<file path="config.mk">
export PLATFORM = sky130hd
export DESIGN_NAME = per_pixel_topk_accuracy_top
export DESIGN_NICKNAME = d
export VERILOG_FILES = /design/src/sv/ptk_pkg.sv /design/src/sv/per_pixel_topk_accuracy_top.sv /design/src/sv/ptk_cell.sv /design/src/sv/ptk_div.sv
export SDC_FILE = /design/constraint.sdc
export NUM_CORES = 1
export LEC_CHECK = 0
export BUFFER_PORTS_ARGS = -buffer_cell sky130_fd_sc_hd__buf_2
export CAP_MARGIN = 10
export CORE_ASPECT_RATIO = 1.4
export CORE_MARGIN = 8
export CORE_UTILIZATION = 65
export CTS_CLUSTER_SIZE = 8
export DETAILED_ROUTE_END_ITERATION = 8
export PLACE_DENSITY = 0.85
export SLEW_MARGIN = 20
export SYNTH_ARGS = -nofsm -noshare
export SYNTH_HDL_FRONTEND = slang
export SYNTH_SLANG_ARGS = --single-unit
</file>
<file path="constraint.sdc">
create_clock -name clock -period 9.24 [get_ports clock]
set_input_delay 0 -clock clock [delete_from_list [all_inputs] [get_ports clock]]
set_output_delay 0 -clock clock [all_outputs]
set_load 0.01 [all_outputs]
</file>
<file path="src/sv/ptk_pkg.sv">
// shared types, constants and helpers for the per-pixel top-k accuracy block
// no dependencies; used by ptk_cell, ptk_div and per_pixel_topk_accuracy_top
`default_nettype none

package ptk_pkg;

   localparam int SCORE_W    = 16;
   localparam int LABEL_W    = 8;
   localparam int TOTAL_W    = 32;
   localparam int ACC_W      = 17;
   localparam int KREG_W     = 4;
   localparam int CSR_IDX_W  = 2;
   localparam int CSR_DATA_W = 8;

   // register indexes of the csr port
   localparam logic [CSR_IDX_W-1:0] CSR_K_BEST        = 2'd0;
   localparam logic [CSR_IDX_W-1:0] CSR_IGNORE_ENABLE = 2'd1;
   localparam logic [CSR_IDX_W-1:0] CSR_IGNORE_VALUE  = 2'd2;

   localparam logic [KREG_W-1:0]  K_BEST_RESET       = 4'd1;
   localparam logic [LABEL_W-1:0] IGNORE_VALUE_RESET = 8'd255;

   typedef struct packed {
      logic signed [SCORE_W-1:0] score;
      logic [LABEL_W-1:0]        true_label;
      logic                      last_channel;
      logic                      last_pixel;
   } req_type;

   typedef struct packed {
      logic [TOTAL_W-1:0] hits;
      logic [TOTAL_W-1:0] counted_pixels;
      logic [TOTAL_W-1:0] skipped_pixels;
      logic [ACC_W-1:0]   accuracy_q16;
      logic               empty_frame;
   } rsp_type;

   // frame totals handed to the divider
   typedef struct packed {
      logic [TOTAL_W-1:0] hits;
      logic [TOTAL_W-1:0] pixels;
      logic [TOTAL_W-1:0] skips;
   } ptk_totals_type;

   // per-cell control from the list controller
   typedef struct packed {
      logic ins;    // a score is being inserted this cycle
      logic occ;    // cell holds a live entry
      logic avail;  // cell index is below the effective k
   } ptk_cell_ctl_type;

   function automatic logic [TOTAL_W-1:0] sat_inc(input logic [TOTAL_W-1:0] v);
      return (v == '1) ? v : v + TOTAL_W'(1);
   endfunction

endpackage

`default_nettype wire

</file>
<file path="src/sv/per_pixel_topk_accuracy_top.sv">
// Per-pixel top-k accuracy. Scores stream in one channel per transaction; a chain
// of MAX_K cells keeps the pixel's best scores sorted and takes one transaction per
// cycle while req_stall is low, each insertion ranked combinationally across the
// chain and registered in its cells. The pixel is scored in a registered finish
// stage after its last channel, overlapping the next pixel's first channel. At a
// frame's last pixel the totals go to a restoring divider that finds one quotient
// bit per cycle (none when no pixel was counted) and then holds the result until
// the rsp transaction completes; the totals of the next frame collect in the
// meantime. req_stall rises only when a frame's last pixel finishes while the
// previous frame's result is still in the divider or not yet taken. Csr writes are
// accepted every cycle. No clearing pass is needed after reset.
// depends on ptk_pkg, ptk_cell, ptk_div
`default_nettype none

module per_pixel_topk_accuracy_top #(
   parameter int MAX_K        = 8,
   parameter int MAX_CHANNELS = 256
) (
   input  wire                                  clock,
   input  wire                                  reset,
   input  wire                                  req_valid,
   output logic                                 req_stall,
   input  wire ptk_pkg::req_type                req_data,
   output logic                                 rsp_valid,
   input  wire                                  rsp_stall,
   output ptk_pkg::rsp_type                     rsp_data,
   input  wire                                  csr_valid,
   output logic                                 csr_ready,
   input  wire logic [ptk_pkg::CSR_IDX_W-1:0]   csr_index,
   input  wire logic [ptk_pkg::CSR_DATA_W-1:0]  csr_wdata
);

   localparam int FILL_W = $clog2(MAX_K + 1);
   localparam int KC_W   = (FILL_W > ptk_pkg::KREG_W) ? FILL_W : ptk_pkg::KREG_W;
   localparam int CH_W   = $clog2(MAX_CHANNELS);
   localparam int CNT_W  = $clog2(MAX_CHANNELS + 1);
   localparam int CMP_W  = (CH_W > ptk_pkg::LABEL_W) ? CH_W : ptk_pkg::LABEL_W;
   localparam int TW     = ptk_pkg::TOTAL_W;

   // configuration registers
   logic [ptk_pkg::KREG_W-1:0]  k_ff, k_in;
   logic                        ign_en_ff, ign_en_in;
   logic [ptk_pkg::LABEL_W-1:0] ign_val_ff, ign_val_in;

   // list and pixel control
   logic [FILL_W-1:0]           fill_ff, fill_in;
   logic [CNT_W-1:0]            chan_cnt_ff, chan_cnt_in;
   logic                        pend_ff, pend_in;
   logic                        pend_last_ff, pend_last_in;
   logic                        pend_skip_ff, pend_skip_in;
   logic [ptk_pkg::LABEL_W-1:0] pend_label_ff, pend_label_in;

   logic [TW-1:0] hit_ff, hit_in;
   logic [TW-1:0] pix_ff, pix_in;
   logic [TW-1:0] skip_ff, skip_in;

   logic                        accept;
   logic                        in_range;
   logic                        do_ins;
   logic                        fire;
   logic                        hit;
   logic                        inserted;
   logic                        div_idle;
   logic                        div_start;
   ptk_pkg::ptk_totals_type     div_totals;

   logic [KC_W-1:0] k_ext, effk, base_ext, fill_ext, n_ins, n_chk, newlen;

   logic signed [ptk_pkg::SCORE_W-1:0] new_score;
   logic [CH_W-1:0]                    new_chan;
   logic [CMP_W-1:0]                   label_cmp;

   logic [MAX_K-1:0] beats, match, avail, occ, chk;
   logic signed [ptk_pkg::SCORE_W-1:0] cell_score [MAX_K];
   logic [CH_W-1:0]                    cell_chan  [MAX_K];

   assign csr_ready = 1'b1;

   always_comb begin
      k_in       = k_ff;
      ign_en_in  = ign_en_ff;
      ign_val_in = ign_val_ff;
      if (csr_valid && csr_ready) begin
         case (csr_index)
            ptk_pkg::CSR_K_BEST:        k_in       = csr_wdata[ptk_pkg::KREG_W-1:0];
            ptk_pkg::CSR_IGNORE_ENABLE: ign_en_in  = csr_wdata[0];
            ptk_pkg::CSR_IGNORE_VALUE:  ign_val_in = csr_wdata[ptk_pkg::LABEL_W-1:0];
            default: ;
         endcase
      end
   end

   // k of zero acts as one, above MAX_K acts as MAX_K
   assign k_ext = KC_W'(k_ff);
   assign effk  = (k_ext == '0) ? KC_W'(1) :
                  ((k_ext > KC_W'(MAX_K)) ? KC_W'(MAX_K) : k_ext);

   // finish stage waits only when a frame result is still in flight
   assign fire      = pend_ff && !(pend_last_ff && !div_idle);
   assign req_stall = pend_ff && !fire;
   assign accept    = req_valid && !req_stall;
   assign in_range  = (chan_cnt_ff < CNT_W'(MAX_CHANNELS));
   assign do_ins    = accept && in_range;

   assign new_score = req_data.score;
   assign new_chan  = chan_cnt_ff[CH_W-1:0];
   assign label_cmp = CMP_W'(pend_label_ff);

   // the finishing pixel's list is dead for insertion but still read for the hit
   assign base_ext = pend_ff ? '0 : KC_W'(fill_ff);
   assign fill_ext = KC_W'(fill_ff);
   assign n_ins    = (base_ext < effk) ? base_ext : effk;
   assign n_chk    = (fill_ext < effk) ? fill_ext : effk;
   assign newlen   = (n_ins < effk) ? n_ins + KC_W'(1) : effk;

   genvar gi;
   generate
      for (gi = 0; gi < MAX_K; gi++) begin : g_cell
         ptk_pkg::ptk_cell_ctl_type          ctl;
         logic                               up_beats;
         logic signed [ptk_pkg::SCORE_W-1:0] up_score;
         logic [CH_W-1:0]                    up_chan;

         assign avail[gi] = (KC_W'(gi) < effk);
         assign occ[gi]   = (KC_W'(gi) < n_ins);
         assign chk[gi]   = (KC_W'(gi) < n_chk);
         assign ctl.ins   = do_ins;
         assign ctl.occ   = occ[gi];
         assign ctl.avail = avail[gi];

         if (gi == 0) begin : g_head
            assign up_beats = 1'b0;
            assign up_score = '0;
            assign up_chan  = '0;
         end else begin : g_link
            assign up_beats = beats[gi-1];
            assign up_score = cell_score[gi-1];
            assign up_chan  = cell_chan[gi-1];
         end

         ptk_cell #(
            .CH_W  (CH_W),
            .CMP_W (CMP_W)
         ) u_cell (
            .clock     (clock),
            .ctl       (ctl),
            .new_score (new_score),
            .new_chan  (new_chan),
            .up_beats  (up_beats),
            .up_score  (up_score),
            .up_chan   (up_chan),
            .label     (label_cmp),
            .beats     (beats[gi]),
            .score     (cell_score[gi]),
            .chan      (cell_chan[gi]),
            .match     (match[gi])
         );
      end
   endgenerate

   assign inserted = |(beats & avail);
   assign hit      = |(match & chk);

   always_comb begin
      fill_in       = fill_ff;
      chan_cnt_in   = chan_cnt_ff;
      pend_in       = fire ? 1'b0 : pend_ff;
      pend_last_in  = pend_last_ff;
      pend_skip_in  = pend_skip_ff;
      pend_label_in = pend_label_ff;

      if (do_ins) begin
         fill_in = inserted ? FILL_W'(newlen) : FILL_W'(n_ins);
      end else if (fire) begin
         fill_in = '0;
      end

      if (accept) begin
         if (req_data.last_channel) begin
            chan_cnt_in   = '0;
            pend_in       = 1'b1;
            pend_last_in  = req_data.last_pixel;
            pend_skip_in  = ign_en_ff && (req_data.true_label == ign_val_ff);
            pend_label_in = req_data.true_label;
         end else if (in_range) begin
            chan_cnt_in = chan_cnt_ff + CNT_W'(1);
         end
      end
   end

   always_comb begin
      div_totals.hits   = hit_ff;
      div_totals.pixels = pix_ff;
      div_totals.skips  = skip_ff;
      if (pend_skip_ff) begin
         div_totals.skips = ptk_pkg::sat_inc(skip_ff);
      end else begin
         div_totals.pixels = ptk_pkg::sat_inc(pix_ff);
         if (hit) div_totals.hits = ptk_pkg::sat_inc(hit_ff);
      end

      div_start = fire && pend_last_ff;
      hit_in    = hit_ff;
      pix_in    = pix_ff;
      skip_in   = skip_ff;
      if (fire) begin
         if (pend_last_ff) begin
            hit_in  = '0;
            pix_in  = '0;
            skip_in = '0;
         end else begin
            hit_in  = div_totals.hits;
            pix_in  = div_totals.pixels;
            skip_in = div_totals.skips;
         end
      end
   end

   always_ff @(posedge clock) begin
      if (reset) begin
         k_ff        <= ptk_pkg::K_BEST_RESET;
         ign_en_ff   <= 1'b0;
         ign_val_ff  <= ptk_pkg::IGNORE_VALUE_RESET;
         fill_ff     <= '0;
         chan_cnt_ff <= '0;
         pend_ff     <= 1'b0;
         hit_ff      <= '0;
         pix_ff      <= '0;
         skip_ff     <= '0;
      end else begin
         k_ff        <= k_in;
         ign_en_ff   <= ign_en_in;
         ign_val_ff  <= ign_val_in;
         fill_ff     <= fill_in;
         chan_cnt_ff <= chan_cnt_in;
         pend_ff     <= pend_in;
         hit_ff      <= hit_in;
         pix_ff      <= pix_in;
         skip_ff     <= skip_in;
      end
   end

   always_ff @(posedge clock) begin
      pend_last_ff  <= pend_last_in;
      pend_skip_ff  <= pend_skip_in;
      pend_label_ff <= pend_label_in;
   end

   ptk_div u_div (
      .clock     (clock),
      .reset     (reset),
      .start     (div_start),
      .totals    (div_totals),
      .idle      (div_idle),
      .rsp_valid (rsp_valid),
      .rsp_stall (rsp_stall),
      .rsp_data  (rsp_data)
   );

   a_fill_bounded: assert property (@(posedge clock) disable iff (reset)
      fill_ff <= FILL_W'(MAX_K))
      else $error("list fill above MAX_K");

   a_pixel_close: assert property (@(posedge clock) disable iff (reset)
      (accept && req_data.last_channel) |=> (pend_ff && (chan_cnt_ff == '0)))
      else $error("pixel end did not open finish stage");

   a_frame_launch: assert property (@(posedge clock) disable iff (reset)
      (fire && pend_last_ff) |=> !div_idle)
      else $error("frame end did not start divider");

   a_stall_cause: assert property (@(posedge clock) disable iff (reset)
      req_stall |-> (pend_ff && pend_last_ff && !div_idle))
      else $error("input stalled without a pending frame end");

endmodule

`default_nettype wire

</file>
<file path="src/sv/ptk_cell.sv">
// one slot of the sorted best-score chain: holds a score and its channel
// depends on ptk_pkg; instantiated by per_pixel_topk_accuracy_top
`default_nettype none

module ptk_cell #(
   parameter int CH_W  = 8,
   parameter int CMP_W = 8
) (
   input  wire                                  clock,
   input  wire ptk_pkg::ptk_cell_ctl_type       ctl,
   input  wire logic signed [ptk_pkg::SCORE_W-1:0] new_score,
   input  wire logic [CH_W-1:0]                 new_chan,
   input  wire logic                            up_beats,
   input  wire logic signed [ptk_pkg::SCORE_W-1:0] up_score,
   input  wire logic [CH_W-1:0]                 up_chan,
   input  wire logic [CMP_W-1:0]                label,
   output logic                                 beats,
   output logic signed [ptk_pkg::SCORE_W-1:0]   score,
   output logic [CH_W-1:0]                      chan,
   output logic                                 match
);

   logic signed [ptk_pkg::SCORE_W-1:0] score_ff, score_in;
   logic [CH_W-1:0]                    chan_ff, chan_in;

   // an empty slot is beaten by anything; ties go to the higher channel
   assign beats = !ctl.occ || (new_score > score_ff) ||
                  ((new_score == score_ff) && (new_chan > chan_ff));

   always_comb begin
      score_in = score_ff;
      chan_in  = chan_ff;
      if (ctl.ins && ctl.avail) begin
         if (up_beats) begin
            // new score lands above us, shift the neighbor down
            score_in = up_score;
            chan_in  = up_chan;
         end else if (beats) begin
            score_in = new_score;
            chan_in  = new_chan;
         end
      end
   end

   always_ff @(posedge clock) begin
      score_ff <= score_in;
      chan_ff  <= chan_in;
   end

   assign score = score_ff;
   assign chan  = chan_ff;
   assign match = (CMP_W'(chan_ff) == label);

endmodule

`default_nettype wire

</file>
<file path="src/sv/ptk_div.sv">
// frame result unit: restoring divider for hits/pixels in q1.16, holds the result
// depends on ptk_pkg; instantiated by per_pixel_topk_accuracy_top
`default_nettype none

module ptk_div (
   input  wire                          clock,
   input  wire                          reset,
   input  wire                          start,
   input  wire ptk_pkg::ptk_totals_type totals,
   output logic                         idle,
   output logic                         rsp_valid,
   input  wire                          rsp_stall,
   output ptk_pkg::rsp_type             rsp_data
);

   localparam int STEP_W = $clog2(ptk_pkg::ACC_W);
   localparam int TW     = ptk_pkg::TOTAL_W;

   typedef enum logic [2:0] {
      DIV_IDLE = 3'b001,
      DIV_RUN  = 3'b010,
      DIV_HOLD = 3'b100
   } ptk_div_state_type;

   ptk_div_state_type       state_ff, state_in;
   logic [STEP_W-1:0]       cnt_ff, cnt_in;
   logic [TW-1:0]           rem_ff, rem_in;
   logic [ptk_pkg::ACC_W-1:0] quo_ff, quo_in;
   ptk_pkg::ptk_totals_type tot_ff, tot_in;
   logic                    empty_ff, empty_in;

   logic [TW:0] trial;
   logic [TW:0] diff;
   logic        ge;

   // first step tests the integer bit, later steps shift the remainder
   assign trial = (cnt_ff == '0) ? {1'b0, rem_ff} : {rem_ff, 1'b0};
   assign diff  = trial - {1'b0, tot_ff.pixels};
   assign ge    = (trial >= {1'b0, tot_ff.pixels});

   always_comb begin
      state_in = state_ff;
      cnt_in   = cnt_ff;
      rem_in   = rem_ff;
      quo_in   = quo_ff;
      tot_in   = tot_ff;
      empty_in = empty_ff;
      case (state_ff)
         DIV_IDLE: begin
            if (start) begin
               tot_in   = totals;
               rem_in   = totals.hits;
               quo_in   = '0;
               cnt_in   = '0;
               empty_in = (totals.pixels == '0);
               state_in = (totals.pixels == '0) ? DIV_HOLD : DIV_RUN;
            end
         end
         DIV_RUN: begin
            rem_in = ge ? diff[TW-1:0] : trial[TW-1:0];
            quo_in = {quo_ff[ptk_pkg::ACC_W-2:0], ge};
            cnt_in = cnt_ff + STEP_W'(1);
            if (cnt_ff == STEP_W'(ptk_pkg::ACC_W - 1)) state_in = DIV_HOLD;
         end
         DIV_HOLD: begin
            if (!rsp_stall) state_in = DIV_IDLE;
         end
         default: state_in = DIV_IDLE;
      endcase
   end

   always_ff @(posedge clock) begin
      if (reset) begin
         state_ff <= DIV_IDLE;
      end else begin
         state_ff <= state_in;
      end
   end

   always_ff @(posedge clock) begin
      cnt_ff   <= cnt_in;
      rem_ff   <= rem_in;
      quo_ff   <= quo_in;
      tot_ff   <= tot_in;
      empty_ff <= empty_in;
   end

   assign idle      = (state_ff == DIV_IDLE);
   assign rsp_valid = (state_ff == DIV_HOLD);

   always_comb begin
      rsp_data.hits           = tot_ff.hits;
      rsp_data.counted_pixels = tot_ff.pixels;
      rsp_data.skipped_pixels = tot_ff.skips;
      rsp_data.accuracy_q16   = quo_ff;
      rsp_data.empty_frame    = empty_ff;
   end

   a_empty_zero: assert property (@(posedge clock) disable iff (reset)
      (rsp_valid && rsp_data.empty_frame) |-> (rsp_data.accuracy_q16 == '0))
      else $error("empty frame with nonzero accuracy");

   a_hits_bounded: assert property (@(posedge clock) disable iff (reset)
      rsp_valid |-> (rsp_data.hits <= rsp_data.counted_pixels))
      else $error("hits exceed counted pixels");

endmodule

`default_nettype wire
</file>
# After elaboration in Yosys (flattened, before gate mapping)
# Index checks and enable logic that the tools add are counted.
[classes]
n_reduce_logical = 83
add_sub_neg = 7
n_bitwise = 2
magnitude_cmp = 46
n_mux = 64
eq_ne = 29
[op_table]
columns = ["cell", "count"]
rows = [
  ["32-bit two-way mux", 10],
  ["16-bit two-way mux", 14],
  ["16-bit equality test", 8],
  ["16-bit greater-than comparator", 8],
  ["8-bit two-way mux", 14],
  ["32-bit by 1-bit adder with 32-bit output, second input constant", 3],
  ["32-bit equality test, second input constant", 3],
  ["8-bit equality test", 9],
  ["8-bit greater-than comparator", 8],
  ["64-bit two-way mux", 1],
  ["32-bit one-hot mux with 2 select lines", 1],
  ["3-bit by 4-bit less-than comparator with 1-bit output, first input constant", 12],
  ["4-bit two-way mux", 9],
  ["17-bit one-hot mux with 2 select lines", 1],
  ["33-bit by 32-bit >= comparator with 1-bit output", 1],
  ["33-bit two-way mux", 1],
  ["32-bit logical NOT", 1],
  ["32-bit subtractor", 1],
  ["2-bit AND reduction", 15],
  ["1-bit by 4-bit less-than comparator with 1-bit output, first input constant", 6],
  ["2-bit by 4-bit less-than comparator with 1-bit output, first input constant", 6],
  ["1-bit logical AND", 23],
  ["2-bit nonzero test", 10],
  ["9-bit two-way mux", 2],
  ["28 further kinds", 64],
]
[totals]
word_cells = 267
out_inout_bits = 117
regBits = 479

# Logic depth before layout (Yosys ltp)
# Gate-level depths: netlist of run 1.
[depth]
word_depth = 14
depth_mapped = 21
mapped_depth_nobuf = 19

# Cells and area by module
# A second synthesis of run 1 with hierarchy kept.
[unflattened]
cells_unflattened = 2987
area_unflattened_um2 = 30312.8
[modules_own_cells]
columns = ["mod", "n_inst", "cells_each", "area_each_um2", "seq_area_each_um2"]
rows = [
  ["ptk_cell", 8, 155, 1750.4, 720.7],
  ["per_pixel_topk_accuracy_top", 1, 1087, 8563.2, 2762.6],
  ["ptk_div", 1, 660, 7746.2, 4594.4],
]

# Worst setup path after synthesis of run 1
# OpenSTA, ideal clock, no wires.
[synth_path]
kind = "register -> register"
from = "reg k_ff (netlist bit k_ext[3])"
to = "reg g_cell[5].u_cell.chan_ff[0] (enable)"
setup_time_ns = 0.435
arrival_time_ns = 4.582
t_required_ns = 8.805
path_buffers = 4
stages_incl_launch_ff = 12
setup_slack_ns = 4.223
synth_period_minus_slack_ns = 5.017
path_cell_list = "dfxtp_1 > clkbuf_1 > clkbuf_1 > clkbuf_1 > ha_1 > o211ai_1 > o21ai_2 > mux2_2 > o21ai_1 > clkbuf_1 > nor2_1 > nor3_1"
[synth_via]
elab_chain_len = 11
[synth_rtl]
columns = ["item", "line", "source"]
rows = [
  ["start: declaration", "per_pixel_topk_accuracy_top.sv:41", "logic [ptk_pkg::KREG_W-1:0] k_ff, k_in;"],
  ["start signal: assignment", "per_pixel_topk_accuracy_top.sv:221", "k_ff <= ptk_pkg::K_BEST_RESET;"],
  ["start signal: assignment", "per_pixel_topk_accuracy_top.sv:231", "k_ff <= k_in;"],
  ["4-bit greater-than comparator", "per_pixel_topk_accuracy_top.sv:96", "((k_ext > KC_W'(MAX_K)) ? KC_W'(MAX_K) : k_ext);"],
  ["4-bit two-way mux", "per_pixel_topk_accuracy_top.sv:96", ""],
  ["4-bit two-way mux (*)", "per_pixel_topk_accuracy_top.sv:95", "assign effk = (k_ext == '0) ? KC_W'(1) :"],
  ["4-bit less-than comparator", "per_pixel_topk_accuracy_top.sv:112", "assign n_ins = (base_ext < effk) ? base_ext : effk;"],
  ["4-bit two-way mux", "per_pixel_topk_accuracy_top.sv:112", ""],
  ["3-bit by 4-bit less-than comparator with 1-bit output", "per_pixel_topk_accuracy_top.sv:125", "assign occ[gi] = (KC_W'(gi) < n_ins);"],
  ["1-bit logical NOT", "ptk_cell.sv:27", "assign beats = !ctl.occ || (new_score > score_ff) ||"],
  ["1-bit logical OR (2 in a row)", "ptk_cell.sv:27", ""],
  ["2-bit nonzero test (no source line)", "-", ""],
  ["2-bit AND reduction (no source line) (*)", "-", ""],
  ["end signal: assignment", "ptk_cell.sv:47", "chan_ff <= chan_in;"],
  ["end: declaration", "ptk_cell.sv:24", "logic [CH_W-1:0] chan_ff, chan_in;"],
]
# Mark *: on every way between the ends. The rest lies on a longest branch, timed or not.
# A chain may end at the register's enable or synchronous reset.

# Final worst setup path of run 1
[layout_path]
from = "reg u_div.cnt_ff[0]"
to = "reg u_div.rem_ff[24] (data pin)"
[layout_via]
elab_chain_len = 5
[layout_rtl]
columns = ["item", "line", "source"]
rows = [
  ["start: declaration", "ptk_div.sv:26", "logic [STEP_W-1:0] cnt_ff, cnt_in;"],
  ["start signal: assignment", "ptk_div.sv:81", "cnt_ff <= cnt_in;"],
  ["5-bit logical NOT (*)", "ptk_div.sv:37", "assign trial = (cnt_ff == '0) ? {1'b0, rem_ff} : {rem_ff, 1'b0};"],
  ["33-bit two-way mux (*)", "ptk_div.sv:37", ""],
  ["32-bit subtractor or 33-bit by 32-bit >= comparator with 1-bit output (tied branches)", "ptk_div.sv:38, ptk_div.sv:39", ""],
  ["32-bit two-way mux (*)", "ptk_div.sv:60", "rem_in = ge ? diff[TW-1:0] : trial[TW-1:0];"],
  ["32-bit one-hot mux with 2 select lines (*)", "ptk_div.sv:48", "case (state_ff)"],
  ["via u_div.rem_in[24]", "ptk_div.sv:27", "logic [TW-1:0] rem_ff, rem_in;"],
  ["end signal: assignment", "ptk_div.sv:82", "rem_ff <= rem_in;"],
  ["end: declaration", "ptk_div.sv:27", ""],
]
# Mark *: on every way through the listed nets, which the timed path passes. The rest lies on a longest branch.

==> results of run 1 <==
==> power by group through the flow <==
stage	combinational, W	sequential [W]	clock (W)
2_1_floorplan	0.000503	0.00248	0
3_3_place_gp	0.000678	0.00250	0
3_5_place_dp	0.000714	0.00250	0
4_1_cts	0.000740	0.00246	0.00237
5_1_grt	0.000824	0.00247	0.00246
6_report	0.000753	0.00247	0.00235
==> synth_stat cells (71+ instances only) <==
cell type / instances
dfxtp_1: 126
o21ai_0: 221
clkbuf_1: 106
xor2_1: 116
edfxtp_1: 353
xnor2_1: 84
nand4_1: 71
inv_1: 261
nand2_1: 235
a21oi_1: 153
nor2_1: 214
ha_1: 241
mux2_2: 128
nand3_1: 73
==> cells by family after synthesis <==
kind of cell,after synthesis
mux,144
flops,479
other cells,1
fa+ha+maj,242
buf+inv,399
xor+xnor,201
simple gates,868
compound gates,637
==> sequential cells by signal, summed over array words and instances, names as in the netlist, 5 cells and up <==
| name | flops |
|---|---|
| u_div.quo_ff | 17 |
| g_cell.u_cell.score | 128 |
| ign_val_ff | 8 |
| g_cell.u_cell.chan | 64 |
| chan_cnt_ff | 9 |
| skip_ff | 32 |
| u_div.rem_ff | 32 |
| label_cmp | 8 |
| u_div.rsp_data | 96 |
| u_div.cnt_ff | 5 |
| hit_ff | 32 |
| pix_ff | 32 |
==> cell type report <==
cell class              instances  area (um2)  share of cell area (%)
diodes                          3        7.51                  0.0226
clock buffers                 111        1880                    5.67
clock inverters                 6         100                   0.301
inverters                     261         982                    2.96
multi-input cells            2093       14800                    44.6
flip-flops and latches        479       13100                    39.5
well taps                     564         706                    2.12
repair buffers                245        1590                    4.78
==> worst max-delay path, stage by stage (launching register included) <==
cell and delay (ns):
edfxtp_1 0.44, inv_1 0.09, ha_1 0.16, nand2_1 0.07, nor2_2 0.08, buf_4 0.42, mux2_2 0.42, ha_1 0.36
o21ai_0 0.16, a21oi_1 0.07, o31ai_1 0.31, a21oi_1 0.16, o2111ai_1 0.27, nand2_1 0.17, a21oi_1 0.51, o21ai_4 0.13
buf_4 0.32, mux2_2 0.33, mux2_2 0.26
==> per-stage QoR <==
step           area (um2)  instances
4_1_cts             33200       3758
6_report            33200       3762
2_1_floorplan       29500       2971
5_1_grt             33200       3761
3_5_place_dp        30600       3585
3_3_place_gp        30600       3585
==> path summary, 6_finish.rpt <==
path	start	to	slack, ns	cells past startpoint
worst max-delay path	u_div.cnt_ff[0]	u_div.rem_ff[24]	4.25	18
worst min-delay path	req_data[3]	label_cmp[1]	0.14	2
worst max register to register	u_div.cnt_ff[0]	u_div.rem_ff[24]	4.25	18
worst min register to register	hit_ff[21]	hit_ff[21]	0.49	1
==> timing repair <==
action	CTS	global route
setup buffers	0	0
hold buffers	56	0
endpoints found under the hold margin	123	0
endpoints found under the setup margin	0	0
==> routing by layer <==
layer  part of all wire (%)  routed length [um]  vias to the layer above  GRT usage (%)
met2                     51               43300                     1133           56.9
met5                      0                   0                        -              0
li1                       -                   -                    11100              -
met3                    6.8                5700                      402           6.37
met1                     33               28000                    11600           30.6
met4                    8.6                7240                        0           26.8
==> run metrics, run 1 <==
Worst Tran Pin Value about 1 ns; TritonCTS buffer count 69; Die Wd between 150 and 200 um; final net count between 3000 and 4000; most frequent cells in the layout edfxtp_1 (353), inv_1 (260), ha_1 (241); final hold vios 0; setup slack at placement between 4 and 5 ns; Final Max Tran Viols 0; ratio of cells with drive above 1 in the final layout 13.9%; Async SR Flop Fraction 0%; die area between 50000 and 60000 um2; latest clock arrival within the worst-skew pair approximately 0.62 ns; final setup vio count 0; commonest non-fill, non-tap cell in the layout edfxtp_1; max frequency ~200 MHz; max-cap violation count 0; vias per cell approximately 6.4; skew final 0.0373 ns; Synth Area in Adders between 10 and 15%; detailed router's first-iteration violation count 1719; Initial Util roughly two thirds; Comb pwr share between 10% and 20%; yosys warns 0; largest net degree at the start of global routing between 70 and 80; # IOs between 150 and 200; Clock power frac 42.2%; Psw roughly 0.0015 W; CP required just under 10 ns; Worst Hold Class primary input to register; Final GP Congestion around 1; CTS tree yes; syn nets around 3300; PnR worst setup slack between 4 and 5 ns; unique cell type count in the Yosys netlist 98; ranking of synthesized cells by area edfxtp_1 (36%), ha_1 (10%), dfxtp_1 (8.6%); Total Routing Usage GR between 30% and 40%; largest family of logic cells by synthesized area simple AND/OR/NAND/NOR gates; synthesized area per cell 9.91 um2; Pwr Density between 150 and 200 nW/um2; cell count after synthesis around 3000; Max IR drop VDD between 0.00015 and 0.0002 V; worst-path fanout max 50; Area Growth Syn to Fin 12.8%; first-pass GRT wire length between 100 and 150 mm; CP arrival roughly 5.4 ns; Final ANT Viol Nets 0; RSZ-0062 raised after global routing no; fill count approximately 3000; Sw Ratio a little over a quarter; vias 24200; grt total ovfl 0; biggest area consumer among synthesized cells edfxtp_1; initial antenna violation count 2; Clock Pin Slew Worst Setup and Hold Paths around 0.050 ns; routed wire length per instance 22.4 um; #FFs+latches synth between 400 and 500; Root Buffer clkbuf_16; sequential area share after synthesis 44.6%; XOR/XNOR share of the synthesized area around 6%; Primary FF master, synth edfxtp_1; Pint a little over 0.004 W; synthesized area a little under 30000 um2; Synth Area in Simple Gates between 10 and 15%; Tcrit/Tclk final 54.0%; level count of the clock H-tree 3; Setup TNS 0 ns; Hold Worst Slack between 0.1 and 0.15 ns; mux cell area share after synthesis 5.45%; compound-cell area share of the yosys netlist a little over an eighth; Finished Core Util between 70% and 80%; Max clock buf depth 3; Post-CTS Resized 0; Die H between 200 and 300 um; vias in the first global route roughly 25000; total power 0.00557 W; final worst path period need 4.99 ns; LEAKAGE 13.7 nW; Startpoint Class register; post-route DRC violation count 0; Post-synth EDFFs 353; WL final ~84 mm; TritonRoute pass-1 iters 6; CTS sink count ~480; site row count 92; Yosys top cell area share between 30% and 40%; Slew headroom 32.2%; Reg power frac between 40% and 50%; crit path kind register to register; crit end category register; core area around 45000 um2; DP Wirelength around 60 mm; Port Buffers 156; status finished clean
(Power assumes the default switching activity.)
==> run 2, diff against run 1 <==
- ABC_AREA: unset -> 1
- CORE_UTILIZATION: 65 -> 63
- PLACE_DENSITY: 0.85 -> 0.83
- clock period: 9.24 -> 4.7 ns (I/O delays scaled with it)
==> run 2 against run 1 <==
Compared with the run above:
- clock power is 94% higher
- register-to-register slack worse by 3.8 ns
- die area is 6.3% higher
- design area is 3.2% higher
- synthesized cell count is 28% higher
- core utilization is 2.4 points lower
- critical path type unchanged
- sequential power is 110% higher
- via count is 12% higher
- flip-flop and latch count stayed put
==> run metrics, run 2 <==
status finished clean; initial antenna violation count 2; Total Routing Usage GR between 30% and 40%; CP required 5.00 ns; total power between 0.01 and 0.015 W; CP arrival roughly 4.6 ns; post-route DRC violation count 0; CP most frequent cell nand2_1; Port Buffers ~160; TritonRoute pass-1 iters 6; cell count after synthesis between 3000 and 4000; Clock Pin Slew Worst Setup and Hold Paths roughly 0.05 ns; slowest CP cell inv_1; detailed router's first-iteration violation count 2042; core area around 48000 um2; commonest non-fill, non-tap cell in the layout nand2_1; setup slack at placement between 0.5 and 0.6 ns; crit end category register; placement-stage cell area 31900 um2; vias per cell about 5.8; Final ANT Viol Nets 0; top cells by count, synth nand2_1 (980), inv_1 (531), edfxtp_1 (353); Max IR drop VDD 0.000337 V; skew final between 0.015 and 0.02 ns; CTS tree yes; Largest register FFs 128; RSZ-0062 raised after global routing no; first-pass GRT wire length about 140 mm; most frequent cells in the layout nand2_1 (979), inv_1 (530), edfxtp_1 (353); PnR worst setup slack roughly 0.42 ns; level count of the clock H-tree 3; Max clock buf depth 3; Final GP Congestion about 0.97; die area around 56000 um2; yosys warns 0; Crit path max-delay family buffers and inverters; Async SR Flop Fraction 0%; fill count approximately 3900; ratio of cells with drive above 1 in the final layout 9.02%; Root Buffer clkbuf_16; TritonCTS buffer count 69; final setup vio count 0; routed wire length per instance ~19 um; crit path kind register to register; latest clock arrival within the worst-skew pair 0.60 ns; Startpoint Class register; most common cell in the netlist nand2_1; max frequency between 200 and 250 MHz; CP Cell Sequence inv_1 > ha_1 > nand2_1 > nor2_2 > inv_1 > buf_4 > nand2_1 > nand2_1 > ha_1 > a21oi_1 > inv_1 > a31oi_1 > a21boi_1 > o21ai_1 > nand3_1 > nand2_1 > nand2_1 > nand2_2 > buf_4 > o21ai_0 > o21ai_0; #FFs+latches synth between 400 and 500; Setup TNS 0 ns; Post-synth EDFFs between 300 and 400; WL final ~88 mm; # IOs between 150 and 200; Slew headroom between 20% and 30%; vias between 20000 and 30000; Critical path buffers and inverters 5; syn nets slightly above 4000; vias in the first global route 26600; largest net degree at the start of global routing between 80 and 90; synthesized area 30500 um2; ranking of synthesized cells by area edfxtp_1 (35%), nand2_1 (12%), ha_1 (9.9%); max-cap violation count 0; Final Max Tran Viols 0; Area Growth Syn to Fin 12.4%; final hold vios 0; Worst Hold Class primary input to register; LEAKAGE about 15 nW; worst-path fanout max 22; Tcrit/Tclk final between 90% and 100%; Worst Tran Pin Value 1.10 ns; Yosys top cell area share roughly a third; final worst path period need 4.28 ns; Initial Util between 60% and 70%; grt total ovfl 0; synthesized area per cell 8.00 um2; Pwr Density between 300 and 400 nW/um2; Die Wd about 200 um; unique cell type count in the Yosys netlist 56; Primary FF master, synth edfxtp_1; sequential area share after synthesis 43.0%; max incr delay on CP 0.47 ns; CTS sink count roughly 480; DP Wirelength 63.8 mm; biggest area consumer among synthesized cells edfxtp_1; site row count 95; final net count ~4300; post-route cell area between 30000 and 40000 um2; Die H roughly 280 um
==> run 2: cell types whose count changed in the layout (fill, tap and decap cells not counted), sizes merged, moves of 46 or more <==
| cell | previous run | this run |
|---|---|---|
| o21ai | 227 | 338 |
| nand3 | 73 | 209 |
| mux2 | 129 | 0 |
| a22oi | 46 | 0 |
| nand2 | 236 | 1012 |
| a21oi | 154 | 237 |
| inv | 264 | 546 |
==> run 2: timing repair <==
action,4_1_cts,5_1_grt
gates resized for setup,0,0
endpoints found under the hold margin,108,0
hold buffers,49,0
setup buffers,0,0
==> run 2: logic make-up after synthesis <==
group | Yosys count | synth area share, %
adder cells (fa/ha/maj) | 242 | 9.95
XOR/XNOR | 146 | 4.19
buffers and inverters | 667 | 8.54
AO/OA/AOI/OAI | 630 | 10.9
AND/OR/NAND/NOR | 1645 | 23.3
multiplexers | 3 | 0.0985
flip-flops | 479 | 43.0
other | 1 | 0.0123
==> run 2: per-stage QoR <==
step | hold slack, ns | util (%) | instances
3_5_place_dp | 0.212 | 66.5 | 4520
2_1_floorplan | 0.0989 | - | 3813
4_1_cts | 0.00809 | 71.6 | 4677
5_1_grt | 0.145 | 71.6 | 4678
6_report | 0.144 | 71.6 | 4679
3_3_place_gp | 0.215 | 66.5 | 4520
==> run 2: tightest hold or removal path, stage by stage <==
cell and delay, ns:
buf_2 0.11, nor3_1 0.17, inv_1 0.27, nand2_1 0.09, nand3_1 0.06
==> run 2: layer usage <==
| layer | vias up | GRT usage (%) | part of all wire, % |
|---|---|---|---|
| li1 | 13000 | - | - |
| met1 | 12700 | 31.7 | 34 |
| met2 | 1173 | 56.6 | 52 |
| met3 | 353 | 5.22 | 6.9 |
| met4 | 0 | 20.2 | 6.9 |
| met5 | - | 0 | 0 |
==> run 2: path summary, 6_finish.rpt <==
check | cells past startpoint | endpoint | slack [ns] | startpoint
max | 21 | u_div.rem_ff[16] | 0.42 | u_div.cnt_ff[0]
min | 5 | ign_val_ff[2] | 0.14 | csr_index[0]
max reg2reg | 21 | u_div.rem_ff[16] | 0.42 | u_div.cnt_ff[0]
min reg2reg | 2 | chan_cnt_ff[8] | 0.45 | chan_cnt_ff[8]
==> run 2: power by group <==
part           internal [W]  switching, W  total [W]
Combinational      0.000771       0.00166    0.00243
Clock               0.00275       0.00181    0.00456
Sequential          0.00495      0.000150    0.00510
Total               0.00848       0.00361     0.0121
==> run 2: area by class of cell <==
cell class,count,area (um2),area share (%)
multi-input combinational,2667,14800,43.2
sequential,479,13100,38.3
inverter,548,2060,6.02
antenna,2,5.00,0.0146
tap,630,788,2.30
clock inverter,1,8.76,0.0255
clock buffer,107,1910,5.57
timing repair buffer,245,1570,4.59
